===== config.mk =====
export PLATFORM = sky130hd
export DESIGN_NAME = cap_touch_averaged_edge_detector_top
export DESIGN_NICKNAME = d
export VERILOG_FILES = /design/src/design/ctaed_pkg.sv /design/src/design/cap_touch_averaged_edge_detector_top.sv /design/src/design/ctaed_ctrl.sv /design/src/design/ctaed_dp.sv
export VERILOG_INCLUDE_DIRS = /design/src /design/src/design
export SDC_FILE = /design/constraint.sdc
export NUM_CORES = 1
export LEC_CHECK = 0
export BUFFER_PORTS_ARGS = -buffer_cell sky130_fd_sc_hd__buf_2
export CAP_MARGIN = 20
export CORE_ASPECT_RATIO = 1.5
export CORE_MARGIN = 8
export CORE_UTILIZATION = 25
export CTS_CLUSTER_DIAMETER = 120
export CTS_CLUSTER_SIZE = 24
export DETAILED_ROUTE_END_ITERATION = 7
export SYNTH_ARGS = -nofsm -noshare
export SYNTH_HDL_FRONTEND = slang
export SYNTH_SLANG_ARGS = --single-unit

===== constraint.sdc =====
create_clock -name clk_i -period 8.2 [get_ports clk_i]
set_clock_uncertainty 0.15 [all_clocks]
set_input_delay 0.41 -clock clk_i [delete_from_list [all_inputs] [get_ports clk_i]]
set_output_delay 0.41 -clock clk_i [all_outputs]
set_load 0.01 [all_outputs]

===== src/design/cap_touch_averaged_edge_detector_top_defines.svh =====
// Assertion macros used by the touch detector top level.
`ifndef CAP_TOUCH_AVERAGED_EDGE_DETECTOR_TOP_DEFINES_SVH
`define CAP_TOUCH_AVERAGED_EDGE_DETECTOR_TOP_DEFINES_SVH
`ifndef ASSERT_OFF
`define CTAED_ASSERT(name, clk, rst_n, prop) \
  name: assert property (@(posedge clk) disable iff (!rst_n) prop) \
    else $error("ctaed assertion failed");
`define CTAED_ASSERT_NEVER(name, clk, rst_n, prop) \
  name: assert property (@(posedge clk) disable iff (!rst_n) !(prop)) \
    else $error("ctaed forbidden condition seen");
`else
`define CTAED_ASSERT(name, clk, rst_n, prop)
`define CTAED_ASSERT_NEVER(name, clk, rst_n, prop)
`endif
`endif


===== src/design/ctaed_pkg.sv =====
// Shared types and constants of the capacitive touch detector.
`default_nettype none
package ctaed_pkg;
  localparam int CNT_W = 8;
  localparam int THR_W = 10;
  localparam int CFG_IDX_W = 1;
  localparam int CFG_DATA_W = 10;

  localparam logic [CFG_IDX_W-1:0] CFG_SAMPLE_COUNT    = 1'b0;
  localparam logic [CFG_IDX_W-1:0] CFG_TOUCH_THRESHOLD = 1'b1;

  localparam logic [CNT_W-1:0] CNT_RESET = 8'd30;
  localparam logic [THR_W-1:0] THR_RESET = 10'd1000;

  typedef struct packed {
    logic accept;
    logic div_step;
    logic load_out;
  } ctaed_cmd_t;

  typedef struct packed {
    logic grp_end;
    logic calib;
    logic out_full;
  } ctaed_stat_t;
endpackage
`default_nettype wire


===== src/design/cap_touch_averaged_edge_detector_top.sv =====
// Top level of the capacitive touch detector with baseline subtraction.
//
//  Channel  | Signals                                  | Content
//  ---------+------------------------------------------+--------------------------------
//  s_axis   | s_axis_tvalid/tready/tdata               | one converter sample per item
//  m_axis   | m_axis_tvalid/tready/tdata               | one result per measuring group
//  cfg      | cfg_valid_i/cfg_ready_o/index/data       | sample_count, touch_threshold
//
// A sample that does not close a group only updates the running sum.
// A sample that closes a measuring group after calibration starts
// the bit-serial restoring divider, one quotient bit per cycle.
// The result register frees the input while a result waits; a new result waits
// in the controller until the previous one is taken.
// Reset is asynchronous and active low and restarts calibration.
`default_nettype none
`include "cap_touch_averaged_edge_detector_top_defines.svh"
module cap_touch_averaged_edge_detector_top #(
  parameter int SAMPLE_BITS = 10
) (
  input  wire                                  clk_i,
  input  wire                                  rst_ni,
  input  wire                                  s_axis_tvalid,
  output logic                                 s_axis_tready,
  // adc_sample
  input  wire [((SAMPLE_BITS+7)/8)*8-1:0]      s_axis_tdata,
  output logic                                 m_axis_tvalid,
  input  wire                                  m_axis_tready,
  // touch_event, touched, average_level
  output logic [((SAMPLE_BITS+2+7)/8)*8-1:0]   m_axis_tdata,
  input  wire                                  cfg_valid_i,
  output logic                                 cfg_ready_o,
  input  wire [ctaed_pkg::CFG_IDX_W-1:0]       cfg_index_i,
  input  wire [ctaed_pkg::CFG_DATA_W-1:0]      cfg_data_i
);
  import ctaed_pkg::*;

  localparam int OUT_W = ((SAMPLE_BITS + 2 + 7) / 8) * 8;

  ctaed_cmd_t  cmd;
  ctaed_stat_t stat;

  assign cfg_ready_o = 1'b1;

  ctaed_ctrl #(
    .STEPS (SAMPLE_BITS + 8)
  ) u_ctrl (
    .clk_i      (clk_i),
    .rst_ni     (rst_ni),
    .in_valid_i (s_axis_tvalid),
    .in_ready_o (s_axis_tready),
    .stat_i     (stat),
    .cmd_o      (cmd)
  );

  ctaed_dp #(
    .SAMPLE_BITS (SAMPLE_BITS),
    .OUT_W       (OUT_W)
  ) u_dp (
    .clk_i       (clk_i),
    .rst_ni      (rst_ni),
    .cfg_we_i    (cfg_valid_i),
    .cfg_index_i (cfg_index_i),
    .cfg_data_i  (cfg_data_i),
    .sample_i    (s_axis_tdata[SAMPLE_BITS-1:0]),
    .cmd_i       (cmd),
    .stat_o      (stat),
    .out_valid_o (m_axis_tvalid),
    .out_ready_i (m_axis_tready),
    .out_data_o  (m_axis_tdata)
  );

  `CTAED_ASSERT_NEVER(a_load_into_full, clk_i, rst_ni, cmd.load_out && stat.out_full)
  `CTAED_ASSERT_NEVER(a_accept_while_div, clk_i, rst_ni, s_axis_tready && cmd.div_step)
  `CTAED_ASSERT(a_valid_from_load, clk_i, rst_ni, $rose(m_axis_tvalid) |-> $past(cmd.load_out))
endmodule
`default_nettype wire


===== src/design/ctaed_ctrl.sv =====
// Controller state machine: sample intake, divider sequencing, result hand-off.
`default_nettype none
module ctaed_ctrl #(
  parameter int STEPS = 18
) (
  input  wire                     clk_i,
  input  wire                     rst_ni,
  input  wire                     in_valid_i,
  output logic                    in_ready_o,
  input  ctaed_pkg::ctaed_stat_t  stat_i,
  output ctaed_pkg::ctaed_cmd_t   cmd_o
);
  import ctaed_pkg::*;

  localparam int STEP_W = $clog2(STEPS);
  localparam logic [STEP_W-1:0] LAST_STEP = STEP_W'(STEPS - 1);

  localparam logic [1:0] ST_IDLE = 2'd0;
  localparam logic [1:0] ST_DIV  = 2'd1;
  localparam logic [1:0] ST_OUT  = 2'd2;

  logic [1:0]        state_q, state_d;
  logic [STEP_W-1:0] step_q, step_d;

  always_comb begin
    state_d    = state_q;
    step_d     = step_q;
    in_ready_o = 1'b0;
    cmd_o      = '0;
    case (state_q)
      ST_IDLE: begin
        in_ready_o   = 1'b1;
        cmd_o.accept = in_valid_i;
        if (in_valid_i && stat_i.grp_end && !stat_i.calib) begin
          state_d = ST_DIV;
          step_d  = '0;
        end
      end
      ST_DIV: begin
        cmd_o.div_step = 1'b1;
        step_d         = step_q + 1'b1;
        if (step_q == LAST_STEP) begin
          state_d = ST_OUT;
        end
      end
      ST_OUT: begin
        if (!stat_i.out_full) begin
          cmd_o.load_out = 1'b1;
          state_d        = ST_IDLE;
        end
      end
      default: begin
        state_d = ST_IDLE;
      end
    endcase
  end

  always_ff @(posedge clk_i or negedge rst_ni) begin
    if (!rst_ni) begin
      state_q <= ST_IDLE;
      step_q  <= '0;
    end else begin
      state_q <= state_d;
      step_q  <= step_d;
    end
  end
endmodule
`default_nettype wire


===== src/design/ctaed_dp.sv =====
// Datapath: configuration, sums, baseline, bit-serial divider and result register.
`default_nettype none
module ctaed_dp #(
  parameter int SAMPLE_BITS = 10,
  parameter int OUT_W = 16
) (
  input  wire                              clk_i,
  input  wire                              rst_ni,
  input  wire                              cfg_we_i,
  input  wire [ctaed_pkg::CFG_IDX_W-1:0]   cfg_index_i,
  input  wire [ctaed_pkg::CFG_DATA_W-1:0]  cfg_data_i,
  input  wire [SAMPLE_BITS-1:0]            sample_i,
  input  ctaed_pkg::ctaed_cmd_t            cmd_i,
  output ctaed_pkg::ctaed_stat_t           stat_o,
  output logic                             out_valid_o,
  input  wire                              out_ready_i,
  output logic [OUT_W-1:0]                 out_data_o
);
  import ctaed_pkg::*;

  localparam int SUM_W = SAMPLE_BITS + 8;

  logic [CNT_W-1:0]   count_q;
  logic [THR_W-1:0]   thr_q;
  logic               calib_q;
  logic [CNT_W-1:0]   idx_q;
  logic [SUM_W-1:0]   run_q, base_q;
  logic [SUM_W-1:0]   quo_q;
  logic [CNT_W-1:0]   rem_q, div_q;
  logic               held_q;
  logic               out_valid_q;
  logic [OUT_W-1:0]   out_data_q;

  logic [CNT_W-1:0]   n_eff, idx_inc;
  logic [SUM_W-1:0]   sum_new;
  logic               grp_end;
  logic [CNT_W:0]     trial, trial_sub;
  logic               q_bit;
  logic               over;

  assign n_eff   = (count_q == '0) ? CNT_W'(1) : count_q;
  assign idx_inc = idx_q + 1'b1;
  assign grp_end = idx_inc >= n_eff;
  assign sum_new = run_q + SUM_W'(sample_i);

  assign trial     = {rem_q, quo_q[SUM_W-1]};
  assign trial_sub = trial - {1'b0, div_q};
  assign q_bit     = trial >= {1'b0, div_q};

  assign over = quo_q > {{(SUM_W-THR_W){1'b0}}, thr_q};

  assign stat_o.grp_end  = grp_end;
  assign stat_o.calib    = calib_q;
  assign stat_o.out_full = out_valid_q;

  assign out_valid_o = out_valid_q;
  assign out_data_o  = out_data_q;

  always_ff @(posedge clk_i or negedge rst_ni) begin
    if (!rst_ni) begin
      count_q <= CNT_RESET;
      thr_q   <= THR_RESET;
    end else if (cfg_we_i) begin
      case (cfg_index_i)
        CFG_SAMPLE_COUNT:    count_q <= cfg_data_i[CNT_W-1:0];
        CFG_TOUCH_THRESHOLD: thr_q   <= cfg_data_i[THR_W-1:0];
        default: begin
        end
      endcase
    end
  end

  always_ff @(posedge clk_i or negedge rst_ni) begin
    if (!rst_ni) begin
      calib_q <= 1'b1;
      idx_q   <= '0;
      run_q   <= '0;
      base_q  <= '0;
    end else if (cmd_i.accept) begin
      if (grp_end) begin
        idx_q <= '0;
        run_q <= '0;
        if (calib_q) begin
          base_q  <= sum_new;
          calib_q <= 1'b0;
        end
      end else begin
        idx_q <= idx_inc;
        run_q <= sum_new;
      end
    end
  end

  always_ff @(posedge clk_i) begin
    if (cmd_i.accept && grp_end && !calib_q) begin
      quo_q <= (sum_new > base_q) ? (sum_new - base_q) : '0;
      rem_q <= '0;
      div_q <= n_eff;
    end else if (cmd_i.div_step) begin
      quo_q <= {quo_q[SUM_W-2:0], q_bit};
      rem_q <= q_bit ? trial_sub[CNT_W-1:0] : trial[CNT_W-1:0];
    end
  end

  always_ff @(posedge clk_i or negedge rst_ni) begin
    if (!rst_ni) begin
      held_q      <= 1'b0;
      out_valid_q <= 1'b0;
    end else if (cmd_i.load_out) begin
      held_q      <= over;
      out_valid_q <= 1'b1;
    end else if (out_ready_i) begin
      out_valid_q <= 1'b0;
    end
  end

  always_ff @(posedge clk_i) begin
    if (cmd_i.load_out) begin
      out_data_q <= OUT_W'({quo_q[SAMPLE_BITS-1:0], over, over & ~held_q});
    end
  end
endmodule
`default_nettype wire

# [Word level (Yosys, flattened, before mapping)]
# Cells that the tools add are included.
[op_classes] addsub=5 order_cmp=4 eq_ne=6 mux=20 bitwise=3 reduce_logical=16
[ops] cell="18-bit two-way mux" n=4
[ops] cell="8-bit two-way mux" n=3
[ops] cell="18-bit by 10-bit adder with 18-bit output" n=1
[ops] cell="18-bit by 10-bit greater-than comparator with 1-bit output" n=1
[ops] cell="18-bit greater-than comparator" n=1
[ops] cell="18-bit subtractor" n=1
[ops] cell="5-bit one-hot mux with 2 select lines" n=1
[ops] cell="9-bit by 8-bit >= comparator with 1-bit output" n=1
[ops] cell="8-bit by 1-bit adder with 8-bit output, second input constant" n=1
[ops] cell="8-bit >= comparator" n=1
[ops] cell="8-bit zero test" n=1
[ops] cell="2-bit AND reduction" n=4
[ops] cell="8-bit subtractor" n=1
[ops] cell="1-bit two-way mux" n=7
[ops] cell="2-bit two-way mux" n=3
[ops] cell="2-bit one-hot mux with 3 select lines" n=1
[ops] cell="3-bit AND reduction" n=2
[ops] cell="2-bit nonzero test" n=3
[ops] cell="5-bit by 1-bit adder with 5-bit output, second input constant" n=1
[ops] cell="5-bit == test, second input constant" n=1
[ops] cell="5-bit two-way mux" n=1
[ops] cell="1-bit logical AND" n=4
[ops] cell="2-bit by 1-bit != test with 1-bit output, second input constant" n=2
[ops] cell="2-bit by 1-bit == test with 1-bit output, second input constant" n=1
[ops] cell="6 further kinds" n=7
[totals] reg_bits=118 in_bits=32 out_inout_bits=19 elab_cells=68

# [Logic depth before layout (Yosys ltp)]
[logic_depth] word_depth=7 depth_mapped=16 mapped_depth_nobuf=14

# [Modules after synthesis]
# Synthesis repeated with hierarchy kept, for this count alone.
[hier_totals] hier_cells=782 area_unflattened_um2=7579.8
[modules_own_cells] module="ctaed_dp" instances=1 cells_each=746 area_each_um2=7175.6 seq_area_each_um2=2941.6
[modules_own_cells] module="ctaed_ctrl" instances=1 cells_each=34 area_each_um2=392.9 seq_area_each_um2=175.2
[modules_own_cells] module="cap_touch_averaged_edge_detector_top" instances=1 cells_each=2 area_each_um2=11.3 seq_area_each_um2=0.0

# [Least setup slack after synthesis]
# OpenSTA, ideal clock, no wires.
[synth_timing] kind="input-to-reg" startpoint="input port s_axis_tdata[0]" endpoint="register u_dp.quo_q[10], data pin" setup_ps=256 t_arrival_ps=3585 required_time_ps=7794 setup_slack_ps=4209 path_stages=16 path_buffers=2 cell_sequence="ha_1 fa_1 a211oi_1 o21a_1 o31ai_1 nand3_1 xnor2_1 ha_1 clkbuf_1 nand3_1 nor2_1 nand2_1 o32ai_1 nor3_4 buf_6 a22o_1"
[synth_via] elab_chain_cells=4 word_cells_on_any_way=5 classes_between="add/sub (2); order compare (1); mux (2)"
[synth_rtl] item="start: declaration" line="cap_touch_averaged_edge_detector_top.sv:25" source="input wire [((SAMPLE_BITS+7)/8)*8-1:0] s_axis_tdata,"
[synth_rtl] item="18-bit by 10-bit adder with 18-bit output" line="ctaed_dp.sv:44" source="assign sum_new = run_q + SUM_W'(sample_i);"
[synth_rtl] item="net u_dp.sum_new[12]" line="ctaed_dp.sv:35" source="logic [SUM_W-1:0] sum_new;"
[synth_rtl] item="18-bit greater-than comparator" line="ctaed_dp.sv:96" source="quo_q <= (sum_new > base_q) ? (sum_new - base_q) : '0;"
[synth_rtl] item="18-bit two-way mux" line="ctaed_dp.sv:96"
[synth_rtl] item="18-bit two-way mux" line="ctaed_dp.sv:95" source="if (cmd_i.accept && grp_end && !calib_q) begin"
[synth_rtl] item="end signal: assignment" line="ctaed_dp.sv:96"
[synth_rtl] item="end signal: assignment" line="ctaed_dp.sv:100" source="quo_q <= {quo_q[SUM_W-2:0], q_bit};"
[synth_rtl] item="end: declaration" line="ctaed_dp.sv:28" source="logic [SUM_W-1:0] quo_q;"
# The timed path passes the listed nets, and every way through them passes these cells.
# A chain may end at the register's enable or synchronous reset.

# [Worst setup path after layout]
[layout_timing] startpoint="register u_dp.run_q[0]" endpoint="register u_dp.quo_q[2], data pin"
[layout_via] elab_chain_cells=4 word_cells_on_any_way=5 classes_between="add/sub (2); order compare (1); mux (2)"
[layout_rtl] item="start: declaration" line="ctaed_dp.sv:27" source="logic [SUM_W-1:0] run_q, base_q;"
[layout_rtl] item="start signal: assignment" line="ctaed_dp.sv:89" source="run_q <= sum_new;"
[layout_rtl] item="18-bit by 10-bit adder with 18-bit output" line="ctaed_dp.sv:44"
[layout_rtl] item="net u_dp.sum_new[12]" line="ctaed_dp.sv:35"
[layout_rtl] item="18-bit greater-than comparator" line="ctaed_dp.sv:96"
[layout_rtl] item="18-bit two-way mux" line="ctaed_dp.sv:96"
[layout_rtl] item="18-bit two-way mux" line="ctaed_dp.sv:95"
# The timed path passes the listed nets, and every way through them passes these cells.

==> results.md <==
* Ranking of synthesized cells by area: dfrtp_1 22%, edfxtp_1 16%, ha_1 10%
* Tmin final at 4590 ps
* First-pass GRT wire length at 26900 um
* Nets at 835
* Fin util at 29.5%
* Setup tns final at 0 ps
* Clk Latency, worst-skew pair at 420 ps
* Register-to-Register Setup Slack at 3610 ps
* PwrDens at 420 nW/um2
* Largest net degree at the start of global routing at 73
* Worst-path clk slew at 60 ps
* Violated checks: negative hold slack
* Critical path type: reg -> reg
* Vias at 5280
* GRT Util Overall at 9.85%
* Num rows at 75
* Synth cell count leaders: 63 x nand2_1, 61 x dfrtp_1, 59 x inv_1
* Finished Cell Area at 8250 um2
* Largest family of logic cells by synthesized area: compound AO/OA/AOI/OAI gates
* Synth top area share at 21.6%
* Area after DPL at 7630 um2
* Crit path to: u_dp.quo_q[2]
* Top achievable clock speed at 218 MHz
* Peak VDD IR at 130 uV
* Die height at 222 um
* CP endpoint kind: flip-flop
* Gpl congestion at 0.812
* Post-CTS Resized at 0
* Routed length per instance at 14.8 um
* Congestion Overflow GR at 0
* DRC Markers at 0
* Max clock buf depth at 2
* Initial drt markers at 244
* Core area at 28000 um2
* Hold slack final at -28.8 ps
* Multiplexer share of the synthesized area at 3.64%
* Post-route ant nets at 0
* CP required at 8340 ps
* XOR/XNOR share of the synthesized area at 4.70%
* Worst EP arrival at 4720 ps
* FF+latch count, synth at 118
* Die outline area at 34100 um2
* Synth Area in Compound Gates at 18.0%
* Initial Utilization at 25.3%
* Post-synthesis simple-gate area fraction at 13.4%
* Max-Cap Viols at 0
* Vias in the first global route at 5257
* Crit path from: u_dp.run_q[0]
* Synth warnings at 0
* R2R cell count at 13
* R2r endpoint: u_dp.quo_q[2]
* Startpoint Class: flip-flop
* Max-slew violations at 0
* Leakage power total at 0.00362 uW
* CTS sink count at 118
* Run status: finished, violations left
* Netlist cell types at 63
* Cell taking the most area after synthesis: dfrtp_1
* CTS Buf Count at 17
* CTS tree: yes
* Detailed Routing Iterations Pass 1 at 4
* Post-Synth Adder-Cell Area at 10.9%
* RR Startpoint: u_dp.run_q[0]
* Most used DFF post-synth: dfrtp_1
* Async set-reset flop share out of synthesis at 61.0%
* Via density at 4.79
* Cells after Synth at 708
* Count leader, synth: nand2_1
* Antenna violations before repair at 2
* Worst Tran Pin Value at 967 ps
* Root buf cell: clkbuf_16
* Number of port buffers at 39
* Register area share after synthesis at 44.0%
* Mapped Area at 7080 um2
* Hold Path Class: in -> async
* Layout cell share with drive strength beyond 1 at 15.5%
* Drt total wl at 16300 um
* Final Cycle Share at 55.9%
* Post-synth EDFFs at 38
* DIE WIDTH at 153 um
* # Post-CTS Setup Buffers at 0
* Post-DP HPWL at 12500 um
* Final Hold Violating Endpoints at 15
* Syn_area_per_cell at 10.0 um2
* H-tree levels at 4
* Worst slew margin at 35.6%
* Ports at 51
* Unrepaired setup endpoints after global routing: false
* Area grow syn2layout at 16.4%
* Final setup fails at 0
* Crit path max fanout at 18
* # hold bufs at CTS at 0
[layout make-up]
class / instances / area, um2
Antenna cell: 1 / 2.50
Clock buffer: 17 / 425
Clock inverter: 15 / 185
Fill cell: 2913 / 19700
Inverter: 59 / 221
Multi-Input combinational cell: 503 / 3620
Sequential cell: 118 / 3120
Tap cell: 346 / 433
Timing Repair Buffer: 44 / 239
[metal layers]
layer | wire length, um | GRT usage [%] | part of all wire [%]
met2 | 8330 | 17.4 | 51
met4 | 735 | 6.06 | 4.5
met5 | 17 | 0 | 0.10
met3 | 603 | 2.28 | 3.7
met1 | 6620 | 10.5 | 41
[worst min-delay path by stage]
| stage | to | slack, ps |
|---|---|---|
| after floorplan | u_ctrl.state_q[0] | -40 |
| after global placement | u_dp.run_q[4] | 310 |
| after detailed placement | u_dp.run_q[4] | 310 |
| after CTS | u_dp.run_q[6] | 20 |
| after global routing | u_dp.run_q[10] | 50 |
| final | u_dp.run_q[10] | -30 |
[power breakdown]
part / switching, uW / total, uW / internal (uW)
combinational: 1030 / 1760 / 733
clock: 269 / 772 / 503
sequential: 120 / 929 / 808
total: 1420 / 3460 / 2040
[critical path, cell delays in order, from the launching register on]
cell and delay, ps:
dfrtp_1 350, ha_1 220, fa_1 260, a211oi_1 120, o21a_1 220, o31ai_1 710, nand3_1 240, xnor2_1 190
ha_1 500, nor3b_1 260, a211oi_1 100, o221a_2 290, nor3_4 540, a32o_1 270
[cell usage in the layout, fill, tap and decap left out, types with 5 or more instances in the layout]
cell type	count
a211oi_1	10
a21o_1	8
a21oi_1	37
a22o_1	22
and3_1	7
buf_2	38
buf_4	5
clkbuf_16	17
conb_1	5
dfrtp_1	61
dfstp_2	11
dfxtp_1	8
edfxtp_1	38
ha_1	57
inv_1	59
mux2_2	22
nand2_1	63
nand2b_1	12
nand3_1	24
nand4_1	5
nor2_1	33
nor2b_1	6
nor3b_1	5
o211ai_1	14
o21a_1	10
o21ai_0	51
o21bai_1	5
o31ai_1	5
xnor2_1	17
xor2_1	21
[metrics by stage]
stage | hold slack, ps | total power, uW | cells | setup WS (ps)
after floorplan | -35.6 | 2280 | 711 | 4210
after global placement | 313 | 2670 | 1069 | 3510
after detailed placement | 314 | 2690 | 1070 | 3460
after CTS | 20.0 | 3490 | 1102 | 3620
after global routing | 52.0 | 3740 | 1103 | 3290
final | -28.8 | 3460 | 1103 | 3610
[registers in the layout, indices dropped and copies added, names as in the netlist, 2 cells and up]
signal / cells
u_dp.base_q: 18
u_dp.quo_q: 18
u_dp.run_q: 18
u_dp.out_data_o: 12
u_dp.thr_q: 10
u_dp.count_q: 8
u_dp.div_q: 8
u_dp.idx_q: 8
u_dp.rem_q: 8
u_ctrl.step_q: 5
u_ctrl.state_q: 2
[logic make-up after synthesis]
logic type	Yosys count
xor gates and xnor gates	38
other	2
adders and majority gates	60
AOI/OAI and AO/OA	191
muxes	23
and+or+nand+nor	186
buffers and inverters	90
DFF	118
(Power assumes the default switching activity.)
